**config.mk**
```make
export PLATFORM = sky130hd
export DESIGN_NAME = prefix_code_table_decoder_core
export DESIGN_NICKNAME = d
export VERILOG_FILES = /design/src/sv/pctd_pkg.sv /design/src/sv/pctd_ram.sv /design/src/sv/prefix_code_table_decoder_core.sv
export VERILOG_INCLUDE_DIRS = /design/src /design/src/sv
export SDC_FILE = /design/constraint.sdc
export NUM_CORES = 2
export LEC_CHECK = 0
export CAP_MARGIN = 40
export CORE_AREA = 8 8 577 806
export DETAILED_ROUTE_END_ITERATION = 12
export DIE_AREA = 0 0 585 814
export DONT_BUFFER_PORTS = 1
export SYNTH_ARGS = -nofsm -noshare
export SYNTH_HDL_FRONTEND = slang
export SYNTH_SLANG_ARGS = --single-unit
```
**constraint.sdc**
```tcl
create_clock -name clk -period 6.95 [get_ports clk]
set_input_delay 0.695 -clock clk [delete_from_list [all_inputs] [get_ports clk]]
set_output_delay 0.695 -clock clk [all_outputs]
set_load 0.02 [all_outputs]
```
**src/sv/prefix_code_table_decoder_core_assert.svh**
```systemverilog
// assertion macros shared by the decoder rtl
`ifndef PREFIX_CODE_TABLE_DECODER_CORE_ASSERT_SVH
`define PREFIX_CODE_TABLE_DECODER_CORE_ASSERT_SVH

// same-cycle implication, checked out of reset
`define PCTD_ASSERT_IMP(lbl, ante, cons, msg) \
  lbl: assert property (@(posedge clk) disable iff (!rst_n) (ante) |-> (cons)) \
    else $error(msg);

// next-cycle implication, checked out of reset
`define PCTD_ASSERT_NXT(lbl, ante, cons, msg) \
  lbl: assert property (@(posedge clk) disable iff (!rst_n) (ante) |=> (cons)) \
    else $error(msg);

`endif

```
**src/sv/pctd_pkg.sv**
```systemverilog
// shared constants, types and helpers of the prefix code table decoder
`default_nettype none

package pctd_pkg;

  // table and code geometry
  localparam int TableDepth = 128;
  localparam int MaxCodeLen = 14;
  localparam int IdxW       = $clog2(TableDepth);
  localparam int CodeW      = 14;
  localparam int LenW       = 4;
  localparam int SymW       = 8;
  localparam int EntryW     = CodeW + LenW + SymW;

  // stream widths
  localparam int InDataW  = 40;
  localparam int InUserW  = 2;
  localparam int OutDataW = 8;

  // request kinds carried in tuser
  typedef enum logic [1:0] {
    REQ_LOAD = 2'd0,
    REQ_BIT  = 2'd1,
    REQ_END  = 2'd2
  } req_type_t;

  // sequencer states
  typedef enum logic [2:0] {
    S_IDLE,
    S_SEARCH,
    S_SYMRD,
    S_SYMWT,
    S_EMIT
  } state_t;

  // one table entry as held in the ram
  typedef struct packed {
    logic [CodeW-1:0] code;
    logic [LenW-1:0]  len;
    logic [SymW-1:0]  sym;
  } entry_t;

  // ones in the low len bits
  function automatic logic [CodeW-1:0] len_mask(input logic [LenW-1:0] len);
    logic [CodeW-1:0] m;
    m = '0;
    for (int i = 0; i < CodeW; i++) begin
      m[i] = (i < int'(len));
    end
    return m;
  endfunction

endpackage

`default_nettype wire

```
**src/sv/pctd_ram.sv**
```systemverilog
// generic single-write, single-read ram with registered read data
`default_nettype none

module pctd_ram #(
  parameter int Width = 26,
  parameter int Depth = 128
) (
  input  logic                     clk,
  input  logic                     we,
  input  logic [$clog2(Depth)-1:0] waddr,
  input  logic [Width-1:0]         wdata,
  input  logic [$clog2(Depth)-1:0] raddr,
  output logic [Width-1:0]         rdata
);

  logic [Width-1:0] mem_r [Depth];
  logic [Width-1:0] rdata_r;

  // write port and registered read port
  always_ff @(posedge clk) begin
    if (we) begin
      mem_r[waddr] <= wdata;
    end
    rdata_r <= mem_r[raddr];
  end

  assign rdata = rdata_r;

endmodule

`default_nettype wire

```
**src/sv/prefix_code_table_decoder_core.sv**
```systemverilog
// Prefix code table decoder: one shared entry compare unit scans the code table ram.
// Requests are accepted only while idle; a code bit scans the table, one entry compared per
// cycle, and a bit that breaks a pending match first emits it and then rescans for that bit.
// A flushing end reads and emits the pending symbol; a held output register adds stalls.
// Synchronous active-low reset clears control state and entry valid bits; ram is undefined.
`default_nettype none
`include "prefix_code_table_decoder_core_assert.svh"

module prefix_code_table_decoder_core import pctd_pkg::*; (
  input  logic                clk,
  input  logic                rst_n,
  input  logic                in_tvalid,
  output logic                in_tready,
  // entry_index[6:0], entry_code[20:7], entry_code_len[24:21],
  // entry_symbol[32:25], code_bit[33], zero pad[39:34]
  input  logic [InDataW-1:0]  in_tdata,
  // req_type[1:0]
  input  logic [InUserW-1:0]  in_tuser,
  output logic                out_tvalid,
  input  logic                out_tready,
  // symbol[7:0]
  output logic [OutDataW-1:0] out_tdata,
  // decode_error[0]
  output logic                out_tuser,
  output logic                out_tlast
);

  state_t state_r, state_nxt;

  // input field views
  req_type_t        in_req;
  logic [IdxW-1:0]  in_idx;
  logic [CodeW-1:0] in_code;
  logic [LenW-1:0]  in_len;
  logic [SymW-1:0]  in_sym;
  logic             in_bit;
  logic             in_acc;

  // decoder state
  logic [TableDepth-1:0] valid_r, valid_nxt;
  logic [CodeW-1:0]      buf_r, buf_nxt;
  logic [LenW-1:0]       len_r, len_nxt;
  logic [IdxW-1:0]       mt_idx_r, mt_idx_nxt;
  logic                  pend_r, pend_nxt;
  logic                  bit_r, bit_nxt;

  // search unit state
  logic [CodeW-1:0] key_buf_r, key_buf_nxt;
  logic [LenW-1:0]  key_len_r, key_len_nxt;
  logic [IdxW:0]    scan_r, scan_nxt;
  logic             cmp_vld_r, cmp_vld_nxt;
  logic [IdxW-1:0]  cmp_idx_r, cmp_idx_nxt;
  logic             restart_r, restart_nxt;

  // result staging and output register
  logic [SymW-1:0] res_sym_r, res_sym_nxt;
  logic            res_err_r, res_err_nxt;
  logic            res_fin_r, res_fin_nxt;
  logic            out_valid_r, out_valid_nxt;
  logic [SymW-1:0] out_sym_r, out_sym_nxt;
  logic            out_err_r, out_err_nxt;
  logic            out_fin_r, out_fin_nxt;

  // ram ports
  logic             ram_we;
  logic [IdxW-1:0]  ram_raddr;
  entry_t           ram_wdata;
  entry_t           ram_rdata;
  logic [EntryW-1:0] ram_rdata_raw;

  // derived control
  logic [LenW-1:0]  nl;
  logic [CodeW-1:0] nb;
  logic             buf_full;
  logic             cmp_hit;
  logic             last_cmp;
  logic             srch_hit;
  logic             srch_miss;
  logic             out_free;
  logic             scan_more;

  assign in_req  = req_type_t'(in_tuser);
  assign in_idx  = in_tdata[6:0];
  assign in_code = in_tdata[20:7];
  assign in_len  = in_tdata[24:21];
  assign in_sym  = in_tdata[32:25];
  assign in_bit  = in_tdata[33];
  assign in_acc  = in_tvalid && in_tready;

  // buffer extended by the incoming bit
  assign nl       = len_r + LenW'(1);
  assign nb       = {buf_r[CodeW-2:0], in_bit} & len_mask(nl);
  assign buf_full = (len_r >= LenW'(MaxCodeLen));

  // shared entry compare unit
  assign ram_rdata = entry_t'(ram_rdata_raw);
  assign cmp_hit   = cmp_vld_r && valid_r[cmp_idx_r] && (ram_rdata.len == key_len_r) &&
                     ((ram_rdata.code & len_mask(key_len_r)) == key_buf_r);
  assign last_cmp  = cmp_vld_r && (cmp_idx_r == IdxW'(TableDepth - 1));
  assign srch_hit  = (state_r == S_SEARCH) && cmp_hit;
  assign srch_miss = (state_r == S_SEARCH) && !cmp_hit && last_cmp;
  assign scan_more = (scan_r < (IdxW+1)'(TableDepth));
  assign out_free  = !out_valid_r || out_tready;

  // table ram
  assign ram_wdata = '{code: in_code, len: in_len, sym: in_sym};

  pctd_ram #(
    .Width (EntryW),
    .Depth (TableDepth)
  ) u_table (
    .clk   (clk),
    .we    (ram_we),
    .waddr (in_idx),
    .wdata (ram_wdata),
    .raddr (ram_raddr),
    .rdata (ram_rdata_raw)
  );

  // next state
  always_comb begin
    state_nxt = state_r;
    unique case (state_r)
      S_IDLE: begin
        if (in_acc) begin
          case (in_req)
            REQ_BIT: begin
              if (!buf_full) begin
                state_nxt = S_SEARCH;
              end else if (pend_r) begin
                state_nxt = S_SYMRD;
              end else begin
                state_nxt = S_EMIT;
              end
            end
            REQ_END: begin
              state_nxt = pend_r ? S_SYMRD : S_IDLE;
            end
            default: state_nxt = S_IDLE;
          endcase
        end
      end
      S_SEARCH: begin
        if (srch_hit) begin
          state_nxt = S_IDLE;
        end else if (srch_miss) begin
          if (restart_r) begin
            state_nxt = S_IDLE;
          end else if (pend_r) begin
            state_nxt = S_SYMRD;
          end else if (key_len_r >= LenW'(MaxCodeLen)) begin
            state_nxt = S_EMIT;
          end else begin
            state_nxt = S_IDLE;
          end
        end
      end
      S_SYMRD: state_nxt = S_SYMWT;
      S_SYMWT: state_nxt = S_EMIT;
      S_EMIT: begin
        if (out_free) begin
          state_nxt = restart_r ? S_SEARCH : S_IDLE;
        end
      end
      default: state_nxt = S_IDLE;
    endcase
  end

  // sequencer outputs
  always_comb begin
    in_tready = 1'b0;
    ram_we    = 1'b0;
    ram_raddr = mt_idx_r;
    unique case (state_r)
      S_IDLE: begin
        in_tready = 1'b1;
        ram_we    = in_tvalid && (in_req == REQ_LOAD);
      end
      S_SEARCH: ram_raddr = scan_r[IdxW-1:0];
      S_SYMRD,
      S_SYMWT,
      S_EMIT:   ram_raddr = mt_idx_r;
      default: begin
        in_tready = 1'b0;
      end
    endcase
  end

  // datapath next values
  always_comb begin
    valid_nxt     = valid_r;
    buf_nxt       = buf_r;
    len_nxt       = len_r;
    mt_idx_nxt    = mt_idx_r;
    pend_nxt      = pend_r;
    bit_nxt       = bit_r;
    key_buf_nxt   = key_buf_r;
    key_len_nxt   = key_len_r;
    scan_nxt      = scan_r;
    cmp_vld_nxt   = cmp_vld_r;
    cmp_idx_nxt   = cmp_idx_r;
    restart_nxt   = restart_r;
    res_sym_nxt   = res_sym_r;
    res_err_nxt   = res_err_r;
    res_fin_nxt   = res_fin_r;
    out_valid_nxt = out_valid_r && !out_tready;
    out_sym_nxt   = out_sym_r;
    out_err_nxt   = out_err_r;
    out_fin_nxt   = out_fin_r;

    case (state_r)
      // take a request
      S_IDLE: begin
        if (in_acc) begin
          case (in_req)
            REQ_LOAD: valid_nxt[in_idx] = 1'b1;
            REQ_BIT: begin
              bit_nxt     = in_bit;
              restart_nxt = 1'b0;
              if (!buf_full) begin
                key_buf_nxt = nb;
                key_len_nxt = nl;
                scan_nxt    = '0;
                cmp_vld_nxt = 1'b0;
              end else if (pend_r) begin
                res_fin_nxt = 1'b0;
                restart_nxt = 1'b1;
              end else begin
                buf_nxt     = '0;
                len_nxt     = '0;
                mt_idx_nxt  = '0;
                pend_nxt    = 1'b0;
                res_sym_nxt = '0;
                res_err_nxt = 1'b1;
                res_fin_nxt = 1'b0;
              end
            end
            REQ_END: begin
              restart_nxt = 1'b0;
              if (pend_r) begin
                res_fin_nxt = 1'b1;
              end else begin
                buf_nxt    = '0;
                len_nxt    = '0;
                mt_idx_nxt = '0;
                pend_nxt   = 1'b0;
              end
            end
            default: begin
              restart_nxt = restart_r;
            end
          endcase
        end
      end

      // one entry read issued and one compared per cycle
      S_SEARCH: begin
        if (scan_more) begin
          scan_nxt = scan_r + (IdxW+1)'(1);
        end
        cmp_vld_nxt = scan_more;
        cmp_idx_nxt = scan_r[IdxW-1:0];
        if (srch_hit) begin
          buf_nxt    = key_buf_r;
          len_nxt    = key_len_r;
          mt_idx_nxt = cmp_idx_r;
          pend_nxt   = 1'b1;
        end else if (srch_miss) begin
          if (restart_r) begin
            if (MaxCodeLen > 1) begin
              buf_nxt = key_buf_r;
              len_nxt = key_len_r;
            end
          end else if (pend_r) begin
            res_fin_nxt = 1'b0;
            restart_nxt = 1'b1;
          end else if (key_len_r >= LenW'(MaxCodeLen)) begin
            buf_nxt     = '0;
            len_nxt     = '0;
            mt_idx_nxt  = '0;
            res_sym_nxt = '0;
            res_err_nxt = 1'b1;
            res_fin_nxt = 1'b0;
          end else begin
            buf_nxt = key_buf_r;
            len_nxt = key_len_r;
          end
        end
      end

      // pending symbol arrives from the ram
      S_SYMWT: begin
        res_sym_nxt = ram_rdata.sym;
        res_err_nxt = 1'b0;
        buf_nxt     = '0;
        len_nxt     = '0;
        mt_idx_nxt  = '0;
        pend_nxt    = 1'b0;
      end

      // hand the result to the output register
      S_EMIT: begin
        if (out_free) begin
          out_valid_nxt = 1'b1;
          out_sym_nxt   = res_sym_r;
          out_err_nxt   = res_err_r;
          out_fin_nxt   = res_fin_r;
          if (restart_r) begin
            key_buf_nxt = {{(CodeW-1){1'b0}}, bit_r};
            key_len_nxt = LenW'(1);
            scan_nxt    = '0;
            cmp_vld_nxt = 1'b0;
          end
        end
      end

      default: begin
        scan_nxt = scan_r;
      end
    endcase
  end

  // control registers
  always_ff @(posedge clk) begin
    if (!rst_n) begin
      state_r     <= S_IDLE;
      valid_r     <= '0;
      buf_r       <= '0;
      len_r       <= '0;
      mt_idx_r    <= '0;
      pend_r      <= 1'b0;
      cmp_vld_r   <= 1'b0;
      restart_r   <= 1'b0;
      out_valid_r <= 1'b0;
    end else begin
      state_r     <= state_nxt;
      valid_r     <= valid_nxt;
      buf_r       <= buf_nxt;
      len_r       <= len_nxt;
      mt_idx_r    <= mt_idx_nxt;
      pend_r      <= pend_nxt;
      cmp_vld_r   <= cmp_vld_nxt;
      restart_r   <= restart_nxt;
      out_valid_r <= out_valid_nxt;
    end
  end

  // payload registers
  always_ff @(posedge clk) begin
    bit_r     <= bit_nxt;
    key_buf_r <= key_buf_nxt;
    key_len_r <= key_len_nxt;
    scan_r    <= scan_nxt;
    cmp_idx_r <= cmp_idx_nxt;
    res_sym_r <= res_sym_nxt;
    res_err_r <= res_err_nxt;
    res_fin_r <= res_fin_nxt;
    out_sym_r <= out_sym_nxt;
    out_err_r <= out_err_nxt;
    out_fin_r <= out_fin_nxt;
  end

  assign out_tvalid = out_valid_r;
  assign out_tdata  = out_sym_r;
  assign out_tuser  = out_err_r;
  assign out_tlast  = out_fin_r;

  // checks
  `PCTD_ASSERT_IMP(a_err_is_clean, out_tvalid && out_tuser, (out_tdata == '0) && !out_tlast, "error result carries a symbol or final mark")
  `PCTD_ASSERT_IMP(a_len_bound, 1'b1, len_r <= LenW'(MaxCodeLen), "bit buffer longer than the longest code")
  `PCTD_ASSERT_IMP(a_pend_len, pend_r, len_r != '0, "pending match with an empty buffer")
  `PCTD_ASSERT_NXT(a_hit_sets_pend, srch_hit, pend_r && (state_r == S_IDLE), "table hit not recorded")

endmodule

`default_nettype wire

```
==> impl_metrics.toml <==
[yosys]
synth_fp_nets = 6249
synth_top_area_frac = 0.751
synth_warnings = 0
synth.avg_cell_area_um2 = 21.8
ys_seq_area_frac = 0.778
ys_ff_latch = 3567
synth_area_um2 = 135000
synth_area_leaders = "edfxtp_1 75%, mux4_2 14%, dfxtp_1 2.7%"
synth_edf_count = 3382
syn_inst = 6196
synth_top_area_cell = "edfxtp_1"
async_flop_share = 0
synth_flop_cell = "edfxtp_1"
synth_cell_types = 65

[critical_path]
cp_top_family = "simple AND/OR/NAND/NOR gates"
crit_fanout = 76
start_kind = "flop"
critPathRequiredTime_ps = 7740
crit_top_cell = "buf_12"
slowest_stage = "nand4_1"
rrSetupSlack_ps = 1650
timing.rr.start = "state_r[1]$_SDFFE_PN0P_"
path_depth = 10
timing_worst_setup_path_type = "flop to flop"
path_cells = "or3b_1 > inv_4 > mux2i_4 > buf_12 > buf_12 > mux4_2 > a22oi_1 > nand3_1 > nand4_1 > nor2_1"
cp_num_buf_inv = 3
crit_arrival_ps = 6100
reg2reg_depth = 10
cpPeakStageDelay_ps = 720
endpoint_kind = "flop"
rr_endpoint = "u_table.rdata[8]$_DFF_P_"

[drt]
dr.pass1.iters = 6
routed_via_density = 5.18
route.vias.total = 66054
wl_per_cell_um = 30.3
drt-total-wl_um = 386000
ant_nets = 0
drtIter0Drc = 7562
drc = 0

[power_and_ir_drop]
cellPowerDensity_nw_per_um2 = 273
p_sw_w = 0.00927
p_int_w = 0.0333
seq_power_share = 0.554
ir_drop_uv = 203
power.total_w = 0.0426
switching_share = 0.218
pwr-share-clk = 0.395
cellLeakagePower_nw = 47.3
combPwrFrac = 0.051

[sta]
final.min_clock_period_ps = 5300
timing.fmax_mhz = 189
rsz0062_at_grt = "no"
slew_violations = 0
setup_viol = 0
slew_headroom = 0.359
fin_setup_tns_ps = 0
skew_ps = 93.6
fin_crit_sh = 0.763
worstMarginPinSlew_ps = 961
hold_viol_final = 0

[layout]
nets = 6503
n_fill_cell = 41753
synthToLayoutAreaGrowth_pct = 15.5
layout-drive-gt1-share = 0.261

[grt]
antenna_found_initial = 17
grt_pass1_wl_um = 531000
gr-usage-all-layers = 0.156
overflow = 0
grt_max_degree = 172
grt_pass1_vias = 67233

[hold_path]
hp-class = "primary input to flop"
hold_start = "in_tvalid"
min_path_cells = 1
min_to = "bit_r$_DFFE_PP_"

[floorplan]
die_h_um = 814
rows = 293
start_util = 0.299
ios = 58
core_um2 = 453000
die_w_um = 585
dieArea_um2 = 476000

[clock_tree]
clk_pin_slew_ps = 70
htreeDepth = 5
cts_root_buf = "clkbuf_16"
cts_buffer_depth = 4
clkLatencyLatePin_ps = 930
cts_setup_buffers = 0
cts_tree = "done"
cts_sinks = 3567
cts_made_buffers = 302

[run_status]
status = "finished, final reports clean"

[placement]
gp_congestion = 0.844
port_buffers = 0
place_hpwl_um = 203000

[run]
cap_violations = 0
how the worst max path moves through the flow:
| stage | start | end |
|---|---|---|
| finish | state_r[1]$_SDFFE_PN0P_ | u_table.rdata[8]$_DFF_P_ |
| detailed placement | state_r[1]$_SDFFE_PN0P_ | u_table.rdata[17]$_DFF_P_ |
| CTS | state_r[1]$_SDFFE_PN0P_ | u_table.rdata[17]$_DFF_P_ |
| global placement | state_r[1]$_SDFFE_PN0P_ | u_table.rdata[8]$_DFF_P_ |
| floorplan | state_r[2]$_SDFFE_PN0P_ | u_table.mem_r[58][0]$_DFFE_PP_ |
| global route | state_r[1]$_SDFFE_PN0P_ | u_table.rdata[17]$_DFF_P_ |
cells in the final DEF, fill, tap and decap left out, types with 69 or more instances in the layout:
cell       Yosys  routed
buf_4         35     136
edfxtp_1    3382    3382
dfxtp_1      185     185
nor2_4         0      84
nand2_1       71      69
buf_12         0      92
nand3_1      252     250
mux4_2       857     857
a22oi_1      425     425
o21a_1       131     131
clkbuf_16      0     311
through the flow:
| step | instances | hold WS, ps | setup WS, ps | utilization | instance area [um^2] |
|---|---|---|---|---|---|
| floorplan | 6196 | 400 | 3260 | - | 135000 |
| global placement | 12050 | 406 | 1730 | 0.317 | 144000 |
| detailed placement | 12111 | 412 | 1680 | 0.320 | 145000 |
| CTS | 12724 | 3.54 | 1700 | 0.345 | 156000 |
| global route | 12741 | 32.1 | 1580 | 0.345 | 156000 |
| finish | 12747 | 85.0 | 1650 | 0.345 | 156000 |
per-layer routing:
layer | wire [um] | GRT usage
met1 | 136000 | 0.180
met4 | 28300 | 0.0936
met3 | 27000 | 0.0277
met2 | 194000 | 0.272
met5 | 93 | 0
power groups by stage:
stage               registers, W  logic [W]  clock network (W)
floorplan                 0.0240    0.00109                  0
global route              0.0236    0.00226             0.0178
CTS                       0.0236    0.00220             0.0171
global placement          0.0241    0.00165                  0
finish                    0.0236    0.00218             0.0168
detailed placement        0.0241    0.00166                  0
area by class of cell:
class / count / area (um^2) / area share
sequential: 3567 / 105000 / 0.674
multi-input combinational: 2242 / 28900 / 0.185
clock buffer: 367 / 8020 / 0.0513
tap: 6047 / 7570 / 0.0484
timing repair buffer: 313 / 4830 / 0.0309
clock inverter: 170 / 1520 / 0.00973
inverter: 24 / 92.6 / 0.000592
antenna: 17 / 42.5 / 0.000272
cell families after synthesis:
logic type | Yosys count | synth area share
DFF | 3567 | 0.778
adders and majority gates | 7 | 0.000648
xor gates and xnor gates | 17 | 0.00110
AOI/OAI and AO/OA | 672 | 0.0372
and+or+nand+nor | 649 | 0.0229
muxes | 897 | 0.146
buffers and inverters | 387 | 0.0142
synthesized netlist by cell type, types with 3 or more instances:
cell type / count
buf_2: 139
dfxtp_1: 185
o2111ai_1: 4
a21oi_1: 17
clkbuf_1: 148
buf_1: 19
mux2_2: 5
xor2_1: 10
nor2b_1: 13
nand2b_1: 4
buf_6: 22
edfxtp_1: 3382
o41ai_1: 3
mux2i_1: 35
o31a_1: 17
o21ai_0: 17
buf_4: 35
a22oi_1: 425
a21o_1: 3
nor3_1: 15
nand3_1: 252
o21bai_1: 3
nor2_1: 192
and3_1: 17
o31ai_1: 6
o211ai_1: 3
nand2_1: 71
mux4_2: 857
and2_1: 8
xnor2_1: 7
nor3b_1: 4
inv_1: 23
a31oi_1: 9
ha_1: 7
nand4_1: 58
a2bb2o_1: 7
o21a_1: 131
nand3b_1: 7
state kept, by name, indices dropped and copies added, names as in the netlist, 7 cells and up:
signal,count
mt_idx_r,7
u_table.rdata,26
buf_r,13
u_table.mem_r,3328
scan_r,8
cmp_idx_r,7
key_buf_r,14
valid_r,128
out_tdata,8
res_sym_r,8
what timing repair did:
action | 4_1_cts | 5_1_grt
hold buffers | 76 | 1
gates resized for setup | 0 | 0
hold endpoints to repair | 1882 | 25
No activity file was read; power rests on OpenSTA's default activity.
